===== config.mk =====
export PLATFORM = sky130hd
export DESIGN_NAME = hex_record_stream_parser_top_flat
export DESIGN_NICKNAME = d
export VERILOG_FILES = /design/src/hw/rtl/hrsp_pkg.sv /design/src/hw/rtl/hrsp_stream_if.sv /design/src/hw/rtl/hrsp_parse.sv /design/src/hw/rtl/hrsp_out_fifo.sv /design/src/hw/rtl/hex_record_stream_parser_top.sv /design/src/flat_wrapper.sv
export SDC_FILE = /design/constraint.sdc
export NUM_CORES = 1
export LEC_CHECK = 0
export ABC_AREA = 1
export BUFFER_PORTS_ARGS = -buffer_cell sky130_fd_sc_hd__buf_2
export CAP_MARGIN = 20
export CORE_MARGIN = 4
export CORE_UTILIZATION = 50
export DETAILED_ROUTE_END_ITERATION = 10
export HOLD_SLACK_MARGIN = 0.08
export PLACE_DENSITY_LB_ADDON = 0.1
export SYNTH_ARGS = -nofsm -noshare
export SYNTH_HDL_FRONTEND = slang
export SYNTH_SLANG_ARGS = --single-unit

===== constraint.sdc =====
create_clock -name clk -period 13.45 [get_ports clk]
set_input_delay 2.69 -clock clk [delete_from_list [all_inputs] [get_ports clk]]
set_output_delay 2.69 -clock clk [all_outputs]
set_load 0.05 [all_outputs]

===== src/hw/rtl/hrsp_pkg.sv =====
// Shared types, constants and character decode functions for the hex record parser.
package hrsp_pkg;

  // Build-time defaults for the top level parameters.
  localparam int unsigned MaxDataBytesDefault = 255;
  localparam int unsigned OutDepthDefault     = 4;

  // Configuration port geometry and register indexes.
  localparam int unsigned CfgWidth  = 16;
  localparam int unsigned CfgIndexW = 1;
  localparam logic [CfgIndexW-1:0] CFG_FIRST_LINE = 1'b0;
  localparam logic [CfgIndexW-1:0] CFG_FINAL_LINE = 1'b1;

  // Character codes.
  localparam logic [7:0] CharNewline = 8'd10;
  localparam logic [7:0] Char0       = 8'h30;
  localparam logic [7:0] Char9       = 8'h39;
  localparam logic [7:0] CharLowA    = 8'h61;
  localparam logic [7:0] CharLowF    = 8'h66;
  localparam logic [7:0] CharUpA     = 8'h41;
  localparam logic [7:0] CharUpF     = 8'h46;
  localparam logic [7:0] CharUpZ     = 8'h5A;

  // Value reported for a gap run and the saturation point of the line position.
  localparam logic [7:0] FillByte = 8'hFF;
  localparam logic [9:0] PosMax   = 10'd1023;

  typedef enum logic [1:0] {
    KIND_DATA   = 2'd0,
    KIND_GAP    = 2'd1,
    KIND_RECORD = 2'd2,
    KIND_DONE   = 2'd3
  } kind_t;

  typedef struct packed {
    logic [7:0] char_code;
    logic       end_of_text;
  } char_beat_t;

  typedef struct packed {
    kind_t       kind;
    logic [15:0] address;
    logic [7:0]  byte_value;
    logic [15:0] gap_length;
    logic [7:0]  rec_type;
    logic [7:0]  rec_length;
    logic [7:0]  checksum;
    logic        last;
  } result_t;

  // Hex digit value; any other code keeps its own 8-bit value.
  function automatic logic [7:0] hex_value(input logic [7:0] c);
    logic [7:0] v;
    v = c;
    if (c >= Char0 && c <= Char9) begin
      v = c - Char0;
    end else if (c >= CharLowA && c <= CharLowF) begin
      v = c - CharLowA + 8'd10;
    end else if (c >= CharUpA && c <= CharUpF) begin
      v = c - CharUpA + 8'd10;
    end
    return v;
  endfunction

  // Upper case letters map to lower case; other codes pass unchanged.
  function automatic logic [7:0] fold_lower(input logic [7:0] c);
    logic [7:0] r;
    r = c;
    if (c >= CharUpA && c <= CharUpZ) begin
      r = c + (CharLowA - CharUpA);
    end
    return r;
  endfunction

endpackage


===== src/hw/rtl/hrsp_stream_if.sv =====
// Valid/ready stream interface carrying one payload per beat.
interface hrsp_stream_if #(
  parameter type payload_t = logic
) ();
  logic     valid;
  logic     ready;
  payload_t payload;

  modport source (output valid, output payload, input ready);
  modport sink   (input valid, input payload, output ready);
endinterface


===== src/hw/rtl/hrsp_parse.sv =====
// Line parser: field registers, configuration registers and per-beat result generation.
module hrsp_parse #(
  parameter int unsigned MAX_DATA_BYTES = hrsp_pkg::MaxDataBytesDefault
) (
  input  logic                                clk,
  input  logic                                rst,
  input  logic                                wr_en,
  input  logic [hrsp_pkg::CfgIndexW-1:0]      wr_index,
  input  logic [hrsp_pkg::CfgWidth-1:0]       wr_data,
  input  logic                                accept,
  input  hrsp_pkg::char_beat_t                beat,
  output hrsp_pkg::result_t                   res0,
  output hrsp_pkg::result_t                   res1,
  output logic [1:0]                          res_count
);
  import hrsp_pkg::*;

  // Fixed character positions within a line.
  localparam logic [9:0] PosLenHi   = 10'd1;
  localparam logic [9:0] PosLenLo   = 10'd2;
  localparam logic [9:0] PosAddr3   = 10'd3;
  localparam logic [9:0] PosAddr2   = 10'd4;
  localparam logic [9:0] PosAddr1   = 10'd5;
  localparam logic [9:0] PosAddr0   = 10'd6;
  localparam logic [9:0] PosTypeHi  = 10'd7;
  localparam logic [9:0] PosTypeLo  = 10'd8;
  localparam logic [9:0] PosData    = 10'd9;
  localparam logic [7:0] MaxBytes   = 8'(MAX_DATA_BYTES);

  // Configuration and stream state.
  logic [15:0] first_line;
  logic [15:0] final_line;
  logic [9:0]  char_position;
  logic [15:0] line_count;
  logic [7:0]  field_length;
  logic [15:0] field_address;
  logic [7:0]  field_type;
  logic [7:0]  field_checksum;
  logic [7:0]  high_nibble;
  logic [15:0] data_address;
  logic        gap_pending;
  logic [15:0] gap_start;

  logic [9:0]  char_position_next;
  logic [15:0] line_count_next;
  logic [7:0]  field_length_next;
  logic [15:0] field_address_next;
  logic [7:0]  field_type_next;
  logic [7:0]  field_checksum_next;
  logic [7:0]  high_nibble_next;
  logic [15:0] data_address_next;
  logic        gap_pending_next;
  logic [15:0] gap_start_next;

  logic        is_eot;
  logic        is_newline;
  logic        finish_active;
  logic        in_range;
  logic [7:0]  v;
  logic [7:0]  vd;
  logic [7:0]  data_len;
  logic [9:0]  dend;
  logic [15:0] gap_cmp_addr;
  logic        gap_fire;
  logic        gap_at_finish;
  logic        gap_at_addr;
  logic        rec_fire;
  logic        data_fire;
  logic [7:0]  data_byte;
  result_t     gap_res;
  result_t     rec_res;
  result_t     done_res;
  result_t     data_res;

  assign is_eot        = beat.end_of_text;
  assign is_newline    = !is_eot && (beat.char_code == CharNewline);
  assign finish_active = is_newline || (is_eot && (char_position != 10'd0));
  assign in_range      = (line_count >= first_line) && (line_count <= final_line);
  assign v             = hex_value(beat.char_code);
  assign vd            = hex_value(fold_lower(beat.char_code));
  assign data_len      = (field_length < MaxBytes) ? field_length : MaxBytes;
  assign dend          = PosData + {1'b0, data_len, 1'b0};

  // Field capture for an ordinary character.
  always_comb begin
    field_length_next   = field_length;
    field_address_next  = field_address;
    field_type_next     = field_type;
    field_checksum_next = field_checksum;
    high_nibble_next    = high_nibble;
    data_address_next   = data_address;
    data_fire           = 1'b0;
    data_byte           = {high_nibble[3:0], 4'b0000} | vd;
    case (char_position)
      PosLenHi:  field_length_next = {v[3:0], 4'b0000};
      PosLenLo:  field_length_next = field_length | v;
      PosAddr3:  field_address_next[15:8] = {v[3:0], 4'b0000};
      PosAddr2:  field_address_next[15:8] = field_address[15:8] | v;
      PosAddr1:  field_address_next[7:0] = {v[3:0], 4'b0000};
      PosAddr0:  field_address_next[7:0] = field_address[7:0] | v;
      PosTypeHi: field_type_next = {v[3:0], 4'b0000};
      PosTypeLo: begin
        field_type_next   = field_type | v;
        data_address_next = field_address;
      end
      default: begin
        if (char_position >= PosData && char_position < dend) begin
          // Data digits alternate high and low nibble, starting odd.
          if (char_position[0]) begin
            high_nibble_next = vd;
          end else begin
            data_fire         = in_range && (field_type == 8'd0);
            data_address_next = data_address + 16'd1;
          end
        end else if (char_position == dend) begin
          field_checksum_next = {v[3:0], 4'b0000};
        end else if (char_position == dend + 10'd1) begin
          field_checksum_next = field_checksum | v;
        end
      end
    endcase
  end

  // Gap check runs after the last address digit or when a short line ends.
  assign gap_cmp_addr  = finish_active ? field_address : field_address_next;
  assign gap_fire      = gap_pending && (gap_cmp_addr > gap_start);
  assign gap_at_finish = finish_active && (char_position < PosTypeHi) && gap_fire;
  assign gap_at_addr   = !is_eot && !is_newline && (char_position == PosAddr0) && gap_fire;
  assign rec_fire      = finish_active && in_range;

  always_comb begin
    gap_res            = '0;
    gap_res.kind       = KIND_GAP;
    gap_res.address    = gap_start;
    gap_res.byte_value = FillByte;
    gap_res.gap_length = gap_cmp_addr - gap_start;

    rec_res            = '0;
    rec_res.kind       = KIND_RECORD;
    rec_res.address    = field_address;
    rec_res.rec_type   = field_type;
    rec_res.rec_length = field_length;
    rec_res.checksum   = field_checksum;

    done_res           = '0;
    done_res.kind      = KIND_DONE;

    data_res            = '0;
    data_res.kind       = KIND_DATA;
    data_res.address    = data_address;
    data_res.byte_value = data_byte;
  end

  // Order the results of this beat into at most two slots.
  always_comb begin
    res0      = '0;
    res1      = '0;
    res_count = 2'd0;
    if (is_eot) begin
      if (gap_at_finish) begin
        res0      = gap_res;
        res1      = rec_fire ? rec_res : done_res;
        res_count = 2'd2;
      end else if (rec_fire) begin
        res0      = rec_res;
        res1      = done_res;
        res_count = 2'd2;
      end else begin
        res0      = done_res;
        res_count = 2'd1;
      end
      if (res_count == 2'd2) begin
        res1.last = 1'b1;
      end else begin
        res0.last = 1'b1;
      end
    end else if (is_newline) begin
      if (gap_at_finish && rec_fire) begin
        res0      = gap_res;
        res1      = rec_res;
        res_count = 2'd2;
      end else if (gap_at_finish) begin
        res0      = gap_res;
        res_count = 2'd1;
      end else if (rec_fire) begin
        res0      = rec_res;
        res_count = 2'd1;
      end
    end else if (gap_at_addr) begin
      res0      = gap_res;
      res_count = 2'd1;
    end else if (data_fire) begin
      res0      = data_res;
      res_count = 2'd1;
    end
  end

  // Line bookkeeping and gap tracking.
  always_comb begin
    char_position_next = char_position;
    line_count_next    = line_count;
    gap_pending_next   = gap_pending;
    gap_start_next     = gap_start;
    if (is_eot) begin
      char_position_next = 10'd0;
      line_count_next    = 16'd0;
      gap_pending_next   = 1'b0;
      gap_start_next     = 16'd0;
    end else if (is_newline) begin
      char_position_next = 10'd0;
      if (line_count != 16'hFFFF) begin
        line_count_next = line_count + 16'd1;
      end
      if (char_position < PosTypeHi) begin
        gap_pending_next = 1'b0;
      end
      if (in_range && (field_type == 8'd0)) begin
        gap_pending_next = 1'b1;
        gap_start_next   = field_address + {8'd0, field_length};
      end
    end else begin
      if (char_position < PosMax) begin
        char_position_next = char_position + 10'd1;
      end
      if (char_position == PosAddr0) begin
        gap_pending_next = 1'b0;
      end
    end
  end

  // State registers; a line end clears all field registers.
  always_ff @(posedge clk) begin
    if (rst) begin
      first_line     <= 16'd0;
      final_line     <= 16'hFFFF;
      char_position  <= 10'd0;
      line_count     <= 16'd0;
      field_length   <= 8'd0;
      field_address  <= 16'd0;
      field_type     <= 8'd0;
      field_checksum <= 8'd0;
      high_nibble    <= 8'd0;
      data_address   <= 16'd0;
      gap_pending    <= 1'b0;
      gap_start      <= 16'd0;
    end else begin
      if (wr_en) begin
        if (wr_index == CFG_FIRST_LINE) begin
          first_line <= wr_data;
        end else begin
          final_line <= wr_data;
        end
      end
      if (accept) begin
        char_position <= char_position_next;
        line_count    <= line_count_next;
        gap_pending   <= gap_pending_next;
        gap_start     <= gap_start_next;
        if (is_eot || is_newline) begin
          field_length   <= 8'd0;
          field_address  <= 16'd0;
          field_type     <= 8'd0;
          field_checksum <= 8'd0;
          high_nibble    <= 8'd0;
          data_address   <= 16'd0;
        end else begin
          field_length   <= field_length_next;
          field_address  <= field_address_next;
          field_type     <= field_type_next;
          field_checksum <= field_checksum_next;
          high_nibble    <= high_nibble_next;
          data_address   <= data_address_next;
        end
      end
    end
  end

endmodule


===== src/hw/rtl/hrsp_out_fifo.sv =====
// Small result queue that takes up to two results per cycle and sends one per beat.
module hrsp_out_fifo #(
  parameter int unsigned DEPTH = hrsp_pkg::OutDepthDefault
) (
  input  logic                          clk,
  input  logic                          rst,
  input  logic [1:0]                    push_count,
  input  hrsp_pkg::result_t             din0,
  input  hrsp_pkg::result_t             din1,
  output logic                          out_valid,
  input  logic                          out_ready,
  output hrsp_pkg::result_t             dout,
  output logic                          room_for_two,
  output logic [$clog2(DEPTH+1)-1:0]    level
);
  import hrsp_pkg::*;

  localparam int unsigned PtrW = (DEPTH > 1) ? $clog2(DEPTH) : 1;
  localparam int unsigned LvlW = $clog2(DEPTH + 1);

  result_t         mem [DEPTH];
  logic [PtrW-1:0] wr_ptr;
  logic [PtrW-1:0] rd_ptr;
  logic [PtrW-1:0] wr_ptr_p1;
  logic [PtrW-1:0] wr_ptr_p2;
  logic [PtrW-1:0] rd_ptr_next;
  logic [PtrW-1:0] wr_ptr_next;
  logic [LvlW-1:0] level_next;
  logic            pop;

  function automatic logic [PtrW-1:0] ptr_inc(input logic [PtrW-1:0] p);
    logic [PtrW-1:0] r;
    r = (p == PtrW'(DEPTH - 1)) ? '0 : p + 1'b1;
    return r;
  endfunction

  assign out_valid    = (level != '0);
  assign dout         = mem[rd_ptr];
  assign pop          = out_valid && out_ready;
  assign room_for_two = (level <= LvlW'(DEPTH - 2));

  // Pointer and fill level arithmetic.
  always_comb begin
    wr_ptr_p1   = ptr_inc(wr_ptr);
    wr_ptr_p2   = ptr_inc(wr_ptr_p1);
    rd_ptr_next = pop ? ptr_inc(rd_ptr) : rd_ptr;
    case (push_count)
      2'd1:    wr_ptr_next = wr_ptr_p1;
      2'd2:    wr_ptr_next = wr_ptr_p2;
      default: wr_ptr_next = wr_ptr;
    endcase
    level_next = level + LvlW'(push_count) - LvlW'(pop);
  end

  // Control registers.
  always_ff @(posedge clk) begin
    if (rst) begin
      wr_ptr <= '0;
      rd_ptr <= '0;
      level  <= '0;
    end else begin
      wr_ptr <= wr_ptr_next;
      rd_ptr <= rd_ptr_next;
      level  <= level_next;
    end
  end

  // Result storage.
  always_ff @(posedge clk) begin
    if (push_count != 2'd0) begin
      mem[wr_ptr] <= din0;
    end
    if (push_count == 2'd2) begin
      mem[wr_ptr_p1] <= din1;
    end
  end

endmodule


===== src/hw/rtl/hex_record_stream_parser_top.sv =====
// Top level of the hex record stream parser.
//
// char_in carries one text character per beat (char_code), or an end marker
// (end_of_text). Each line drops its first character, then decodes length,
// address, type, data and checksum digits. result_out carries data bytes,
// 0xFF gap runs, record summaries and a final stream done item; the last
// result of a stream has last set. wr_en/wr_index/wr_data write first_line
// (index 0) and final_line (index 1), the inclusive window of lines that
// produce results; write them only while the block is idle.
// Throughput is one character per cycle while char_in.ready is high. A
// character updates the field registers in the cycle it is accepted and its
// results, at most two, land in a four-entry result queue, so a result is
// registered before it reaches result_out. The queue drains one result per
// cycle while the receiver is ready, so the two results of a newline leave
// one after the other. char_in.ready drops while the queue lacks room for
// two results: when the receiver stalls, or after two close two-result beats.
// Synchronous rst returns the parser, the queue and both line registers to
// their reset values.
module hex_record_stream_parser_top #(
  parameter int unsigned MAX_DATA_BYTES = hrsp_pkg::MaxDataBytesDefault,
  parameter int unsigned OUT_DEPTH      = hrsp_pkg::OutDepthDefault
) (
  input  logic                            clk,
  input  logic                            rst,
  input  logic                            wr_en,
  input  logic [hrsp_pkg::CfgIndexW-1:0]  wr_index,
  input  logic [hrsp_pkg::CfgWidth-1:0]   wr_data,
  hrsp_stream_if.sink                     char_in,
  hrsp_stream_if.source                   result_out
);
  import hrsp_pkg::*;

  localparam int unsigned LvlW = $clog2(OUT_DEPTH + 1);

  logic            accept;
  logic            pop;
  char_beat_t      beat;
  result_t         res0;
  result_t         res1;
  logic [1:0]      res_count;
  logic [1:0]      push_count;
  logic            room_for_two;
  logic [LvlW-1:0] level;
  result_t         head;

  assign beat       = char_in.payload;
  assign accept     = char_in.valid && char_in.ready;
  assign push_count = accept ? res_count : 2'd0;
  assign pop        = result_out.valid && result_out.ready;

  // Character decode and field state.
  hrsp_parse #(
    .MAX_DATA_BYTES (MAX_DATA_BYTES)
  ) u_parse (
    .clk       (clk),
    .rst       (rst),
    .wr_en     (wr_en),
    .wr_index  (wr_index),
    .wr_data   (wr_data),
    .accept    (accept),
    .beat      (beat),
    .res0      (res0),
    .res1      (res1),
    .res_count (res_count)
  );

  // Result queue between the parser and the receiver.
  hrsp_out_fifo #(
    .DEPTH (OUT_DEPTH)
  ) u_out_fifo (
    .clk          (clk),
    .rst          (rst),
    .push_count   (push_count),
    .din0         (res0),
    .din1         (res1),
    .out_valid    (result_out.valid),
    .out_ready    (result_out.ready),
    .dout         (head),
    .room_for_two (room_for_two),
    .level        (level)
  );

  assign char_in.ready      = room_for_two;
  assign result_out.payload = head;

  // The queue level follows exactly the pushes and pops of the previous cycle.
  assert property (@(posedge clk) disable iff (rst)
    !rst |=> ({1'b0, level} ==
              {1'b0, $past(level)} + (LvlW+1)'($past(push_count)) - (LvlW+1)'($past(pop))))
    else $error("result queue level lost track of pushes and pops");

  // An end marker always produces results and flags the final one.
  assert property (@(posedge clk) disable iff (rst)
    (accept && beat.end_of_text) |->
      ((res_count == 2'd2 && res1.last) || (res_count == 2'd1 && res0.last)))
    else $error("end of text beat did not close the stream");

  // Ordinary characters never mark the end of the stream.
  assert property (@(posedge clk) disable iff (rst)
    (accept && !beat.end_of_text) |-> (!res0.last && !res1.last))
    else $error("last flag set on a result of an ordinary character");

endmodule


===== src/flat_wrapper.sv =====
// flat-port wrapper written by rule: the top's interface ports become plain ports
module hex_record_stream_parser_top_flat import hrsp_pkg::*;
#(
  parameter int unsigned MAX_DATA_BYTES = hrsp_pkg::MaxDataBytesDefault,
  parameter int unsigned OUT_DEPTH      = hrsp_pkg::OutDepthDefault
)
  (clk, rst, wr_en, wr_index, wr_data, char_in_valid, char_in_payload, char_in_ready, result_out_valid, result_out_payload, result_out_ready);
  hrsp_stream_if #(.payload_t(char_beat_t)) char_in_i ();
  hrsp_stream_if #(.payload_t(result_t)) result_out_i ();
  input  logic clk;
  input  logic rst;
  input  logic wr_en;
  input  logic [hrsp_pkg::CfgIndexW-1:0] wr_index;
  input  logic [hrsp_pkg::CfgWidth-1:0] wr_data;
  input wire logic [$bits(char_in_i.valid)-1:0] char_in_valid;
  input wire logic [$bits(char_in_i.payload)-1:0] char_in_payload;
  output wire logic [$bits(char_in_i.ready)-1:0] char_in_ready;
  output wire logic [$bits(result_out_i.valid)-1:0] result_out_valid;
  output wire logic [$bits(result_out_i.payload)-1:0] result_out_payload;
  input wire logic [$bits(result_out_i.ready)-1:0] result_out_ready;
  assign char_in_i.valid = char_in_valid;
  assign char_in_i.payload = char_in_payload;
  assign char_in_ready = char_in_i.ready;
  assign result_out_valid = result_out_i.valid;
  assign result_out_payload = result_out_i.payload;
  assign result_out_i.ready = result_out_ready;
  hex_record_stream_parser_top #(.MAX_DATA_BYTES(MAX_DATA_BYTES), .OUT_DEPTH(OUT_DEPTH)) u_core (.clk(clk), .rst(rst), .wr_en(wr_en), .wr_index(wr_index), .wr_data(wr_data), .char_in(char_in_i), .result_out(result_out_i));
endmodule

==> reports/qor.yml, run 1 <==
clock_tree:
  numCtsBuffers: 46
  ctsHoldBuffers: 0
  htree_num_levels: 2
  cts_tree: "built"
  path_clk_slew_ns: 0.06
  cts_root_buffer: "clkbuf_16"
  ctsResizeCount: 0
  cts_setup_buffers: 0
  cts_sinks: 412
  clk_latency_ns: 0.61
  clockBufferDepth: 3
place:
  place_ws_ns: 2.01
  place_congestion: 1.01
  port_buffers: 99
  dp_hpwl_mm: 54.4
  place_area_mm2: 0.0245
die:
  placementRows: 79
  design.core.area_mm2: 0.0467
  start_util: 0.507
  num_io_pins: 100
  die_w_um: 225
  dieArea_mm2: 0.0508
  die_y_um: 225
power:
  p_leak_nw: 10.9
  power_mw: 3.91
  p_per_area_mw_per_mm2: 150
  vdd_drop_max_mv: 0.0987
route:
  wire_per_inst_um: 20.0
  vias: 22600
  routed_wl_mm: 77.6
  drc: 0
  drt_first_pass_iters: 8
  ant_nets: 0
  post_drt_via_cell_ratio: 5.82
  drtIter0Drc: 2560
synth:
  synth.area.top_cells: "edfxtp_1 22%, dfxtp_1 20%, nand2_1 16%, o21ai_0 7.8%, ha_1 5.6%"
  synth_edf_count: 172
  netlist_top_cells_count: "979 x nand2_1, 366 x o21ai_0, 282 x nor2_1"
  ys_seq_elements: 412
  syn-num-nets: 3359
  synth.avg_cell_area_um2: 7.34
  syn-cell-area_mm2: 0.0236
  yosysSeqAreaShare: 0.422
  ys.flop_type: "dfxtp_1"
  async_flop_share: 0
  synth_largest_area_cell: "edfxtp_1"
  synth_top_cell_area_share: 0.219
  synth_cells: 3219
  yosysMostFrequentCell: "nand2_1"
  synth-warning-count: 0
  synth_cell_types: 59
worst_setup_path:
  path_common_cell: "nand2_1"
  ff2ff_path_depth: 30
  arrival_ns: 11.38
  crit_required_ns: 13.87
  crit_fanout: 35
  critPathSlowestCell: "clkinv_1"
  criticalPathCategory: "primary input to flop"
  cp-end-kind: "flop"
  critPathLaunchType: "primary input"
  critPathMaxStageDelay_ns: 0.91
  worst-path-stages: 35
  startpoint: "char_in_payload[5]"
  timing.rr.start: "u_core.u_parse.char_position[0]$_SDFFE_PP0P_"
  critical-path-top-delay-family: "simple AND/OR/NAND/NOR gates"
  path_buf_inv: 9
layout:
  final_cell_area_mm2: 0.0261
  finalNetCount: 3385
  synthToLayoutAreaGrowth_pct: 10.2
  diodes: 0
  fin_util: 0.558
  drive_above_1_share: 0.0877
timing:
  setup-tns-final_ns: 0
  worstMarginPinSlew_ns: 1.13
  fin_crit_sh: 0.815
  hold_viol: 0
  fin_ws_ns: 2.49
  setup_viol: 0
  fin_crit_ns: 10.96
  max_freq_ghz: 0.0913
  rsz0062_at_grt: "no"
  slew_viol_final: 0
  fin_skew_ns: 0.0397
  max_slew_margin: 0.237
run:
  drv_cap: 0
global_routing:
  antenna_found_initial: 0
  grt.total_usage: 0.298
  grt-ovfl-total: 0
  grt_pass1_vias: 21100
  grt_pass1_wl_mm: 121
  grt_max_degree: 99
worst_hold_path:
  min_from: "u_core.u_out_fifo.mem[1][46]$_SDFFE_PP0N_"
  hold_depth: 2
  hp-class: "flop to flop"
status:
  status: "finished clean"
-- stage by stage --
| stage | cells | hold WS, ns |
|---|---|---|
| after floorplan | 3219 | 0.421 |
| after global placement | 3800 | 0.432 |
| after detailed placement | 3801 | 0.436 |
| after CTS | 3887 | 0.451 |
| after global routing | 3890 | 0.460 |
| final | 3890 | 0.448 |
-- registers in the layout (all words and copies together) (netlist names), 4 cells and up, named ones only --
register,flops
u_core.u_parse.field_type,8
u_core.u_parse.final_line,16
u_core.u_parse.line_count,16
u_core.u_parse.first_line,16
u_core.u_parse.field_length,8
u_core.u_parse.field_address,16
u_core.u_parse.gap_start,16
u_core.u_parse.field_checksum,8
u_core.u_parse.char_position,10
u_core.u_parse.data_address,16
u_core.u_parse.high_nibble,4
u_core.u_out_fifo.mem,268
-- metal layers --
metal | vias to the layer above | part of all wire | track usage
met4 | 0 | 0.024 | 0.0814
met1 | 10700 | 0.43 | 0.423
met3 | 125 | 0.096 | 0.0623
met5 | - | 0 | 0
met2 | 1035 | 0.45 | 0.467
li1 | 10800 | - | -
-- worst reg2reg max path, delay by kind of cell (launching register included) --
family | cells | cell delay [ns]
AO/OA/AOI/OAI | 7 | 1.25
AND/OR/NAND/NOR | 12 | 3.33
flip-flops | 1 | 0.37
adder cells (fa/ha/maj) | 4 | 1.15
buffers and inverters | 7 | 2.37
-- layout by cell type, fill, tap and decap left out, types with 10 or more instances in the layout --
cell type	Yosys	routed
nor3_1	47	47
nand3_1	137	137
o21ai_0	366	366
buf_4	6	24
o21ai_1	11	11
clkbuf_16	0	47
nand2_2	14	17
buf_2	13	99
inv_1	237	235
xor2_1	24	24
ha_1	106	106
nand2_1	979	976
edfxtp_1	172	172
clkinv_1	6	10
nor2_4	21	25
dfxtp_1	240	238
o22ai_1	93	93
o211ai_1	27	27
nor2_1	282	277
nand4_1	20	20
a21oi_1	169	169
clkbuf_1	110	19
inv_2	16	16
-- path summary, 6_finish.rpt --
check	to	slack, ns
hold reg to reg	u_core.u_out_fifo.mem[1][46]$_SDFFE_PP0N_	0.45
setup / recovery	u_core.u_out_fifo.mem[3][21]$_DFFE_PP_	2.49
hold / removal	u_core.u_out_fifo.mem[1][46]$_SDFFE_PP0N_	0.45
setup reg to reg	u_core.u_out_fifo.mem[3][21]$_DFFE_PP_	4.84
-- report_power, final --
| part | total (mW) | switching, mW | internal [mW] |
|---|---|---|---|
| Sequential | 1.41 | 0.0499 | 1.36 |
| Combinational | 1.24 | 0.969 | 0.276 |
| Clock | 1.25 | 0.532 | 0.721 |
| Total | 3.91 | 1.55 | 2.36 |
-- cells by family after synthesis --
| kind of cell | after synthesis | share of synthesized area |
|---|---|---|
| simple gates | 1528 | 0.268 |
| flops | 412 | 0.422 |
| xor+xnor | 35 | 0.0139 |
| fa+ha+maj | 109 | 0.0587 |
| compound gates | 725 | 0.169 |
| buf+inv | 410 | 0.0682 |
-- final cells by class --
class,instances,area (um^2)
repair buffers,127,758
fillers,4518,20600
multi-input cells,2397,12100
clock inverters,11,146
clock buffers,75,1340
well taps,607,759
flip-flops and latches,412,9970
inverters,261,986
No activity file was read; power rests on OpenSTA's default activity.
==> run 2: changes to the inputs <==
==> constraint.sdc (replaced) <==
create_clock -name clk -period 9.3 [get_ports clk]
set_input_delay 1.86 -clock clk [delete_from_list [all_inputs] [get_ports clk]]
set_output_delay 1.86 -clock clk [all_outputs]
set_load 0.05 [all_outputs]
==> run 2 against run 1 <==
Worst setup slack got worse by 1.3 ns. Sequential share of layout area fell by 0.41 points. Hold slack improved by 0.00056 ns. Clock-buffer cell count fell by 8. Final area rose by 1.1%. Combinational power rose by 44%. First-iteration DRC count fell by 2.6%. Largest power group unchanged.
==> reports/qor.yml, run 2 (synthesis results as in run 1) <==
status:
  status: "finished clean"  # unchanged
timing:
  fin_crit_ns: 8.09
  max_slew_margin: 0.291  # was 0.237
  setup-tns-final_ns: 0  # unchanged
  setup_viol: 0  # unchanged
  max_freq_ghz: 0.124
  hold_viol: 0  # unchanged
  worstMarginPinSlew_ns: 1.06  # was 1.13 ns
  rsz0062_at_grt: "no"  # unchanged
  timing.hold.ws_ns: 0.449  # was 0.448 ns
  fin_skew_ns: 0.0360  # was 0.0397 ns
  fin_crit_sh: 0.870
  slew_viol_final: 0  # unchanged
die:
  num_io_pins: 100  # unchanged
  start_util: 0.507  # unchanged
  dieArea_mm2: 0.0508  # unchanged
  die_w_um: 225  # unchanged
  placementRows: 79  # unchanged
  design.core.area_mm2: 0.0467  # unchanged
  die_y_um: 225  # unchanged
clock_tree:
  clk_latency_ns: 0.60  # was 0.61 ns
  numCtsBuffers: 47  # was 46
  ctsResizeCount: 0  # unchanged
  clockBufferDepth: 3  # unchanged
  cts_root_buffer: "clkbuf_16"  # unchanged
  cts_sinks: 412  # unchanged
  ctsHoldBuffers: 0  # unchanged
  path_clk_slew_ns: 0.06  # about the same
  cts_tree: "built"  # unchanged
  cts_setup_buffers: 0  # unchanged
  htree_num_levels: 2  # unchanged
worst_setup_path:
  crit_required_ns: 9.82  # was 13.87 ns
  critPathMaxStageDelay_ns: 0.75  # was 0.91 ns
  timing.rr.start: "u_core.u_parse.char_position[0]$_SDFFE_PP0P_"  # unchanged
  critPathSlowestCell: "o21ai_0"  # was clkinv_1
  crit_fanout: 24  # was 35
  reg2reg_setup_slack_ns: 2.88  # was 4.84 ns
  criticalPathCategory: "primary input to flop"  # unchanged
  arrival_ns: 8.61  # was 11.38 ns
  critPathLaunchType: "primary input"  # unchanged
  worstReg2RegEnd: "u_core.u_out_fifo.mem[0][40]$_SDFFE_PP0N_"  # was u_core.u_out_fifo.mem[3][21]$_DFFE_PP_
  ff2ff_path_depth: 29  # was 30
  cp-end-kind: "flop"  # unchanged
  path_common_cell: "nand2_1"  # unchanged
route:
  vias: 22700  # was 22.6k
  drc: 0  # unchanged
  drtIter0Drc: 2493  # was 2560
  routed_wl_mm: 78.4  # was 77.6 mm
  drt_first_pass_iters: 6  # was 8
  wire_per_inst_um: 20.1  # was 20.0 um
  ant_nets: 0  # unchanged
  post_drt_via_cell_ratio: 5.80  # was 5.82
power:
  p_leak_nw: 11.0  # was 10.9 nW
  vdd_drop_max_mv: 0.136  # was 0.0987 mV
  p_per_area_mw_per_mm2: 221  # was 150 mW/mm^2
  power_mw: 5.81  # was 3.91 mW
layout:
  fin_util: 0.564  # was 0.558
  largest_reg_flops: 268  # unchanged
  synthToLayoutAreaGrowth_pct: 11.4  # was 10.2%
  finalNetCount: 3397  # was 3385
  drive_above_1_share: 0.0941  # was 0.0877
  regMostFlops: "u_core.u_out_fifo.mem"  # unchanged
  regArea_mm2: 0.00997  # unchanged
  final_cell_area_mm2: 0.0263  # was 0.0261 mm^2
  multi_input_area_mm2: 0.0121  # unchanged
  fill_cells: 4396  # was 4518
  final_common_cell: "nand2_1"  # unchanged
  layout_common_cells: "976 x nand2_1, 366 x o21ai_0, 277 x nor2_1"  # unchanged
global_routing:
  grt_max_degree: 100  # was 99
  grt_pass1_wl_mm: 121  # about the same
  antenna_found_initial: 1  # was 0
  grt.total_usage: 0.300  # was 0.298
  grt-ovfl-total: 0  # unchanged
  grt_pass1_vias: 21000  # was 21.1k
place:
  place_area_mm2: 0.0247  # was 0.0245 mm^2
  dp_hpwl_mm: 54.5  # was 54.4 mm
  port_buffers: 99  # unchanged
  place_congestion: 0.973  # was 1.01
worst_hold_path:
  min_from: "u_core.u_out_fifo.mem[1][48]$_SDFFE_PP0N_"  # was u_core.u_out_fifo.mem[1][46]$_SDFFE_PP0N_
  hold_depth: 2  # unchanged
  holdPathEnd: "u_core.u_out_fifo.mem[1][48]$_SDFFE_PP0N_"  # was u_core.u_out_fifo.mem[1][46]$_SDFFE_PP0N_
  hp-class: "flop to flop"  # unchanged
run:
  drv_cap: 0  # unchanged
run 2: where the power goes:
group / switching, mW / total, mW / internal [mW]
combinational: 1.40 / 1.79 / 0.397
sequential: 0.0753 / 2.04 / 1.96
clock: 0.785 / 1.98 / 1.19
run 2: area by class of cell:
cell class	instances	area share
Inverter	261	0.0374
Clock inverter	20	0.0111
Sequential cell	412	0.379
Timing Repair Buffer	138	0.0328
Clock buffer	67	0.0518
Antenna cell	1	0.0000950
Multi-Input combinational cell	2397	0.459
Tap cell	607	0.0288
run 2: layer usage:
metal,vias up,GRT usage,share of wire
met1,10600,0.428,0.43
li1,10800,-,-
met4,2,0.0806,0.024
met3,157,0.0612,0.10
met2,1025,0.467,0.44
met5,-,0,0.000089
run 2: per-stage QoR:
stage          std cells  setup WS [ns]
6_report            3903           1.21
5_1_grt             3902          0.693
4_1_cts             3902           1.34
3_5_place_dp        3815          0.750
3_3_place_gp        3815          0.993
2_1_floorplan       3219           1.44
run 2: how the worst max path moves through the flow:
stage / depth (start not counted) / start / end
after global placement: 35 / char_in_payload[5] / u_core.u_out_fifo.mem[0][29]$_SDFFE_PP0N_
after CTS: 36 / char_in_payload[2] / u_core.u_out_fifo.mem[0][40]$_SDFFE_PP0N_
final: 35 / char_in_payload[5] / u_core.u_out_fifo.mem[0][40]$_SDFFE_PP0N_
after global routing: 35 / char_in_payload[5] / u_core.u_out_fifo.mem[0][40]$_SDFFE_PP0N_
after floorplan: 35 / char_in_payload[5] / u_core.u_out_fifo.mem[0][29]$_SDFFE_PP0N_
after detailed placement: 35 / char_in_payload[5] / u_core.u_out_fifo.mem[0][40]$_SDFFE_PP0N_
run 2: worst max-delay path, delay by kind of cell:
family                     cells  cell delay [ns]
and+or+nand+nor               17             2.34
buffers and inverters          8             1.76
AOI/OAI and AO/OA              6             1.47
adders and majority gates      4             1.12
